## config.mk

```make
export PLATFORM = sky130hd
export DESIGN_NAME = a2h_ctrl
export DESIGN_NICKNAME = d
export VERILOG_FILES = /design/src/rtl/a2h_pkg.sv /design/src/rtl/a2h_ctrl.sv
export VERILOG_INCLUDE_DIRS = /design/src /design/src/rtl
export SDC_FILE = /design/constraint.sdc
export NUM_CORES = 1
export LEC_CHECK = 0
export ABC_AREA = 1
export BUFFER_PORTS_ARGS = -buffer_cell sky130_fd_sc_hd__buf_2
export CAP_MARGIN = 10
export CORE_ASPECT_RATIO = 1.1
export CORE_MARGIN = 1
export CORE_UTILIZATION = 50
export DETAILED_ROUTE_END_ITERATION = 8
export PLACE_DENSITY = 0.73
export SYNTH_ARGS = -nofsm -noshare
export SYNTH_HDL_FRONTEND = slang
export SYNTH_SLANG_ARGS = --single-unit
```

## constraint.sdc

```tcl
create_clock -name clk_i -period 2.8 [get_ports clk_i]
set_input_delay 0.28 -clock clk_i [delete_from_list [all_inputs] [get_ports clk_i]]
set_output_delay 0.28 -clock clk_i [all_outputs]
set_load 0.05 [all_outputs]
```

## src/rtl/audio_to_haptics_dsp_defines.svh

```systemverilog
// ---------------------------------------------------------------------------
// audio_to_haptics_dsp_defines.svh
// Assertion macros for the audio-to-haptics RTL, used by a2h_ctrl.
// ---------------------------------------------------------------------------
`ifndef AUDIO_TO_HAPTICS_DSP_DEFINES_SVH
`define AUDIO_TO_HAPTICS_DSP_DEFINES_SVH

`ifndef SYNTHESIS
// Check a property on every rising clock edge outside reset.
`define A2H_ASSERT(lbl, prop) \
  lbl: assert property (@(posedge clk_i) disable iff (!rst_ni) prop) \
    else $error("a2h assertion failed");
// Check that a condition never holds.
`define A2H_NEVER(lbl, expr) \
  `A2H_ASSERT(lbl, !(expr))
`else
`define A2H_ASSERT(lbl, prop)
`define A2H_NEVER(lbl, expr)
`endif

`endif

```

## src/rtl/a2h_pkg.sv

```systemverilog
// ---------------------------------------------------------------------------
// a2h_pkg
// Types, register map and constants for the audio-to-haptics block.
// ---------------------------------------------------------------------------
`default_nettype none

package a2h_pkg;

  localparam int DECIMATION_DEF = 16;

  localparam int ONE_Q22     = 4194304;
  localparam int ENV_ATTACK  = 26214;  // 0.40 in Q0.16
  localparam int ENV_RELEASE = 1638;   // 0.025 in Q0.16
  localparam int DIV_STEPS   = 22;     // soft-clip quotient bits

  localparam int MUL_A_W = 28;
  localparam int MUL_B_W = 26;
  localparam int PROD_W  = 55;

  localparam logic [1:0] REG_HAPTIC_MODE   = 2'd0;
  localparam logic [1:0] REG_LOWPASS_COEFF = 2'd1;
  localparam logic [1:0] REG_NATIVE_GAIN   = 2'd2;
  localparam logic [1:0] REG_DERIVED_GAIN  = 2'd3;

  localparam logic [1:0] MODE_OFF     = 2'd0;
  localparam logic [1:0] MODE_REPLACE = 2'd2;

  localparam logic [15:0] LOWPASS_COEFF_RST = 16'd1700;
  localparam logic [15:0] GAIN_RST          = 16'd4096;

  typedef struct packed {
    logic [1:0]  haptic_mode;
    logic [15:0] lowpass_coeff;
    logic [15:0] native_gain;
    logic [15:0] derived_gain;
  } a2h_cfg_t;

  typedef enum logic [4:0] {
    OP_NONE,
    OP_NAT_MUL,
    OP_NAT_RND,
    OP_SLP_MUL,
    OP_SLP_UPD,
    OP_ENV_MUL,
    OP_ENV_UPD,
    OP_MOD_MUL,
    OP_MOD_RND,
    OP_GAIN_MUL,
    OP_GAIN_RND,
    OP_DIV_LOAD,
    OP_DIV_STEP,
    OP_CLIP_A,
    OP_CLIP_H,
    OP_NLP_MUL,
    OP_NLP_UPD,
    OP_SUM,
    OP_STORE
  } a2h_op_e;

  typedef enum logic [4:0] {
    ST_IDLE,
    ST_NAT_MUL,
    ST_NAT_RND,
    ST_SLP_MUL,
    ST_SLP_UPD,
    ST_ENV_MUL,
    ST_ENV_UPD,
    ST_MOD_MUL,
    ST_MOD_RND,
    ST_GAIN_MUL,
    ST_GAIN_RND,
    ST_DIV1_LOAD,
    ST_DIV1,
    ST_CLIP1,
    ST_NLP_MUL,
    ST_NLP_UPD,
    ST_SUM,
    ST_DIV2_LOAD,
    ST_DIV2,
    ST_CLIP2,
    ST_STORE,
    ST_FINISH
  } a2h_state_e;

  typedef struct packed {
    a2h_op_e op;
    logic    ch;
    logic    load_in;
    logic    load_out;
  } a2h_cmd_t;

  typedef struct packed {
    logic dsp;
    logic replace;
    logic div_last;
  } a2h_sts_t;

endpackage

`default_nettype wire

```

## src/rtl/a2h_ctrl.sv

```systemverilog
// ---------------------------------------------------------------------------
// a2h_ctrl
// Sequencer for one frame: per-channel steps, decimation and output hold.
// ---------------------------------------------------------------------------
`default_nettype none

`include "audio_to_haptics_dsp_defines.svh"

module a2h_ctrl #(
  parameter int DECIMATION = a2h_pkg::DECIMATION_DEF
) (
  input  wire logic              clk_i,
  input  wire logic              rst_ni,
  input  wire logic              in_valid_i,
  output logic                   in_stall_o,
  output logic                   out_valid_o,
  input  wire logic              out_stall_i,
  input  wire a2h_pkg::a2h_sts_t sts_i,
  output a2h_pkg::a2h_cmd_t      cmd_o
);
  import a2h_pkg::*;

  localparam int PH_W = (DECIMATION > 1) ? $clog2(DECIMATION) : 1;

  a2h_state_e      st_q, st_d;
  logic            ch_q, ch_d;
  logic [PH_W-1:0] phase_q, phase_d;
  logic            out_valid_q, out_valid_d;
  logic            emit;

  assign emit        = (phase_q == PH_W'(DECIMATION - 1));
  assign in_stall_o  = (st_q != ST_IDLE);
  assign out_valid_o = out_valid_q;

  always_ff @(posedge clk_i or negedge rst_ni) begin
    if (!rst_ni) begin
      st_q        <= ST_IDLE;
      ch_q        <= 1'b0;
      phase_q     <= '0;
      out_valid_q <= 1'b0;
    end else begin
      st_q        <= st_d;
      ch_q        <= ch_d;
      phase_q     <= phase_d;
      out_valid_q <= out_valid_d;
    end
  end

  always_comb begin
    st_d           = st_q;
    ch_d           = ch_q;
    phase_d        = phase_q;
    out_valid_d    = out_valid_q && out_stall_i;
    cmd_o.op       = OP_NONE;
    cmd_o.ch       = ch_q;
    cmd_o.load_in  = 1'b0;
    cmd_o.load_out = 1'b0;
    unique case (st_q)
      ST_IDLE: begin
        if (in_valid_i) begin
          cmd_o.load_in = 1'b1;
          ch_d          = 1'b0;
          st_d          = ST_NAT_MUL;
        end
      end
      ST_NAT_MUL: begin
        cmd_o.op = OP_NAT_MUL;
        st_d     = ST_NAT_RND;
      end
      ST_NAT_RND: begin
        cmd_o.op = OP_NAT_RND;
        st_d     = sts_i.dsp ? ST_SLP_MUL : ST_STORE;
      end
      ST_SLP_MUL: begin
        cmd_o.op = OP_SLP_MUL;
        st_d     = ST_SLP_UPD;
      end
      ST_SLP_UPD: begin
        cmd_o.op = OP_SLP_UPD;
        st_d     = ST_ENV_MUL;
      end
      ST_ENV_MUL: begin
        cmd_o.op = OP_ENV_MUL;
        st_d     = ST_ENV_UPD;
      end
      ST_ENV_UPD: begin
        cmd_o.op = OP_ENV_UPD;
        st_d     = ST_MOD_MUL;
      end
      ST_MOD_MUL: begin
        cmd_o.op = OP_MOD_MUL;
        st_d     = ST_MOD_RND;
      end
      ST_MOD_RND: begin
        cmd_o.op = OP_MOD_RND;
        st_d     = ST_GAIN_MUL;
      end
      ST_GAIN_MUL: begin
        cmd_o.op = OP_GAIN_MUL;
        st_d     = ST_GAIN_RND;
      end
      ST_GAIN_RND: begin
        cmd_o.op = OP_GAIN_RND;
        st_d     = ST_DIV1_LOAD;
      end
      ST_DIV1_LOAD: begin
        cmd_o.op = OP_DIV_LOAD;
        st_d     = ST_DIV1;
      end
      ST_DIV1: begin
        cmd_o.op = OP_DIV_STEP;
        if (sts_i.div_last) begin
          st_d = ST_CLIP1;
        end
      end
      ST_CLIP1: begin
        cmd_o.op = sts_i.replace ? OP_CLIP_H : OP_CLIP_A;
        st_d     = sts_i.replace ? ST_STORE : ST_NLP_MUL;
      end
      ST_NLP_MUL: begin
        cmd_o.op = OP_NLP_MUL;
        st_d     = ST_NLP_UPD;
      end
      ST_NLP_UPD: begin
        cmd_o.op = OP_NLP_UPD;
        st_d     = ST_SUM;
      end
      ST_SUM: begin
        cmd_o.op = OP_SUM;
        st_d     = ST_DIV2_LOAD;
      end
      ST_DIV2_LOAD: begin
        cmd_o.op = OP_DIV_LOAD;
        st_d     = ST_DIV2;
      end
      ST_DIV2: begin
        cmd_o.op = OP_DIV_STEP;
        if (sts_i.div_last) begin
          st_d = ST_CLIP2;
        end
      end
      ST_CLIP2: begin
        cmd_o.op = OP_CLIP_H;
        st_d     = ST_STORE;
      end
      ST_STORE: begin
        cmd_o.op = OP_STORE;
        if (!ch_q) begin
          ch_d = 1'b1;
          st_d = ST_NAT_MUL;
        end else begin
          st_d = ST_FINISH;
        end
      end
      ST_FINISH: begin
        if (!emit) begin
          phase_d = phase_q + PH_W'(1);
          st_d    = ST_IDLE;
        end else if (!(out_valid_q && out_stall_i)) begin
          cmd_o.load_out = 1'b1;
          out_valid_d    = 1'b1;
          phase_d        = '0;
          st_d           = ST_IDLE;
        end
      end
      default: begin
        st_d = ST_IDLE;
      end
    endcase
  end

  `A2H_ASSERT(a_accept_busy, (in_valid_i && !in_stall_o) |=> (st_q == ST_NAT_MUL))
  `A2H_ASSERT(a_phase_range, 32'(phase_q) < DECIMATION)
  `A2H_ASSERT(a_result_on_wrap, $rose(out_valid_q) |-> (phase_q == '0))
  `A2H_NEVER(a_load_over_pending, cmd_o.load_out && out_valid_q && out_stall_i)

endmodule

`default_nettype wire

```

==> reports/qor.csv <==
stage,metric,value,unit
grt,grt-ovfl-total,0,
clocking,post-cts-setup-buffers,0,
grt,grt_first_pass_wirelength,3.63,mm
detailed_routing,ant_nets,0,
critical_path,cp_max_fo,13,
finish,drive_gt1_share,15.9,%
timing,rsz0062_at_grt,no,
grt,antenna_found_initial,0,
detailed_routing,drc_errors,0,
timing,min_period,2.23,ns
critical_path,critPathKind,reg -> out,
logic_synthesis,synth_cell_type_count,21,
logic_synthesis,syn_nets,160,
critical_path,crit_arrival,1.95,ns
logic_synthesis,synth_seq_cells,11,
logic_synthesis,yosysSeqAreaShare,30.1,%
timing,finalSetupViolations,0,
timing,fmax,0.449,GHz
placed_design,port_buffers,16,
grt,grt_max_degree,14,
logic_synthesis,synth_top_cell_area_share,30.1,%
power_and_ir_drop,power_density,1140,mW/mm^2
finish,antennaDiodeCount,0,
min_path,min_path_type,in -> reg,
logic_synthesis,syn_area_per_cell,6.03,um^2
grt,grt_usage,24.2,%
clocking,cts_tree,built,
critical_path,crit_start,st_q[4]$_DFFE_PN0P_,
timing,hold_viol_final,0,
grt,grt_pass1_vias,964,
critical_path,crit-reg2reg-launch,st_q[0]$_DFFE_PN0P_,
critical_path,endpoint,cmd_o[5],
finish,final_common_cell,nand2_1,
timing,min_period_over_period,79.5,%
clocking,path_clk_slew,0.07,ns
floorplanning,die_area,0.00201,mm^2
finish,final_nets,179,
floorplanning,rows,15,
power_and_ir_drop,vdd_drop_max,0.000543,V
finish,synthToLayoutAreaGrowth,13.1,%
detailed_routing,drt_iter0_drc,42,
clocking,cts_buffers,3,
clocking,cts.repair.resized,0,
floorplanning,core,0.00163,mm^2
timing,final_max_slew_viol_count,0,
detailed_routing,firstDrtPassIters,4,
outcome,outcome,"complete, no violations",
timing,worstMarginPinSlew,0.481,ns
clocking,htree_levels,1,
clocking,cts_num_sinks,11,
logic_synthesis,syn_inst,152,
flow_run,cap_violations,0,
clocking,cts_buffer_depth,2,
logic_synthesis,synth_largest_area_cell,dfrtp_1,
floorplanning,start_util,56.1,%
timing,setup_tns,0,ns
floorplanning,die_w,42.8,um
floorplanning,ios,17,
logic_synthesis,yosys_warnings,0,
finish,fillers,145,
detailed_routing,totalWireLength,2.24,mm
critical_path,endpoint_kind,output pin,
placed_design,dp_hpwl,1.83,mm
critical_path,reg2reg_to,st_q[4]$_DFFE_PN0P_,
timing,max-slew-margin-rel,67.8,%
clocking,clock_latency,0.27,ns
finish,final_cell_mix,"40 x nand2_1, 24 x inv_1, 24 x nor2_1",
critical_path,rr_worst_depth,8,
critical_path,critPathRequiredTime,2.52,ns
timing,fin_worst_skew,0.00265,ns
logic_synthesis,synth_area_leaders,"dfrtp_1 30%, nand2_1 16%, inv_1 9.8%",
critical_path,rrSetupSlack,1.13,ns
critical_path,start_kind,flop,
floorplanning,die_h,46.9,um
clocking,clockRootBuffer,clkbuf_4,
logic_synthesis,netlist_area,916,um^2
placed_design,place_congestion,0.936,
detailed_routing,route.vias.total,1027,
detailed_routing,vias_per_cell,5.49,
clocking,cts.hold.buffers_added,1,
detailed_routing,avgRoutedWirePerCell,12.0,um
power_and_ir_drop,cellLeakagePower,0.632,nW
timing,holdWs,0.253,ns
==> report_power, final <==
part	internal, mW	leakage [nW]	switching, mW
logic	0.205	0.483	0.551
clock network	0.0552	0.0150	0.0516
registers	0.221	0.134	0.0938
==> per-layer routing <==
layer | global-route usage (%) | up-vias | wire (um)
met2 | 43.3 | 42 | 1120
li1 | - | 518 | -
met5 | 0 | - | 0
met4 | 20.0 | 0 | 77
met3 | 3.85 | 10 | 121
met1 | 25.6 | 457 | 918
==> how the worst min path moves through the flow <==
| stage | startpoint | endpoint | slack, ns | cells after the start |
|---|---|---|---|---|
| after floorplan | rst_ni | ch_q$_DFFE_PN0P_ | -0.02 | 0 |
| after global placement | rst_ni | phase_q[2]$_DFFE_PN0P_ | 0.16 | 1 |
| after detailed placement | rst_ni | phase_q[2]$_DFFE_PN0P_ | 0.16 | 1 |
| after CTS | out_stall_i | out_valid_o$_DFF_PN0_ | 0.25 | 3 |
| after global routing | out_stall_i | out_valid_o$_DFF_PN0_ | 0.27 | 3 |
| final | out_stall_i | out_valid_o$_DFF_PN0_ | 0.25 | 3 |
==> flip-flops by register name (all words and copies together) (netlist names) <==
name,count
out_valid_o,1
st_q,5
ch_q,1
phase_q,4
==> synthesized netlist by cell type <==
cell,number
inv_2,1
a21oi_1,6
o21ai_0,9
xor2_1,1
buf_2,2
nand3_2,1
nand2_1,40
buf_4,1
nand4_1,4
inv_1,24
nor3_1,4
o211ai_1,1
or2_4,1
a22oi_1,1
nand3_1,15
a31o_2,1
dfrtp_1,11
nor2_2,3
ha_1,1
nor2_4,1
nor2_1,24
==> cells by family after synthesis <==
group / count (synthesis) / synth area share [%]
compound gates: 18 / 10.8
xor+xnor: 1 / 0.956
fa+ha+maj: 1 / 1.37
buf+inv: 28 / 12.2
flops: 11 / 30.1
simple gates: 93 / 44.7
==> cell type report <==
type	instances	area, um^2	share of cell area [%]
inverters	25	93.8	9.06
repair buffers	17	90.1	8.70
multi-input cells	113	529	51.1
flip-flops and latches	11	275	26.6
well taps	17	21.3	2.05
clock buffers	4	26.3	2.54
==> per-stage QoR <==
stage | util (%) | power (mW) | area (um^2) | instances | setup slack (ns)
final | 63.4 | 1.18 | 1040 | 187 | 0.574
after floorplan | - | 0.914 | 916 | 152 | 0.408
after detailed placement | 61.2 | 1.07 | 1000 | 182 | 0.909
after global routing | 63.4 | 1.27 | 1040 | 187 | 0.422
after global placement | 61.2 | 1.06 | 1000 | 182 | 0.941
after CTS | 63.4 | 1.17 | 1040 | 187 | 0.612
==> worst max-delay path: stages (launching register included) <==
cell,delay [ns]
dfrtp_1,0.59
inv_1,0.23
nand3_1,0.18
nand2_1,0.10
nor3_1,0.24
o21ai_0,0.11
buf_2,0.22
No activity file was read; power rests on OpenSTA's default activity.
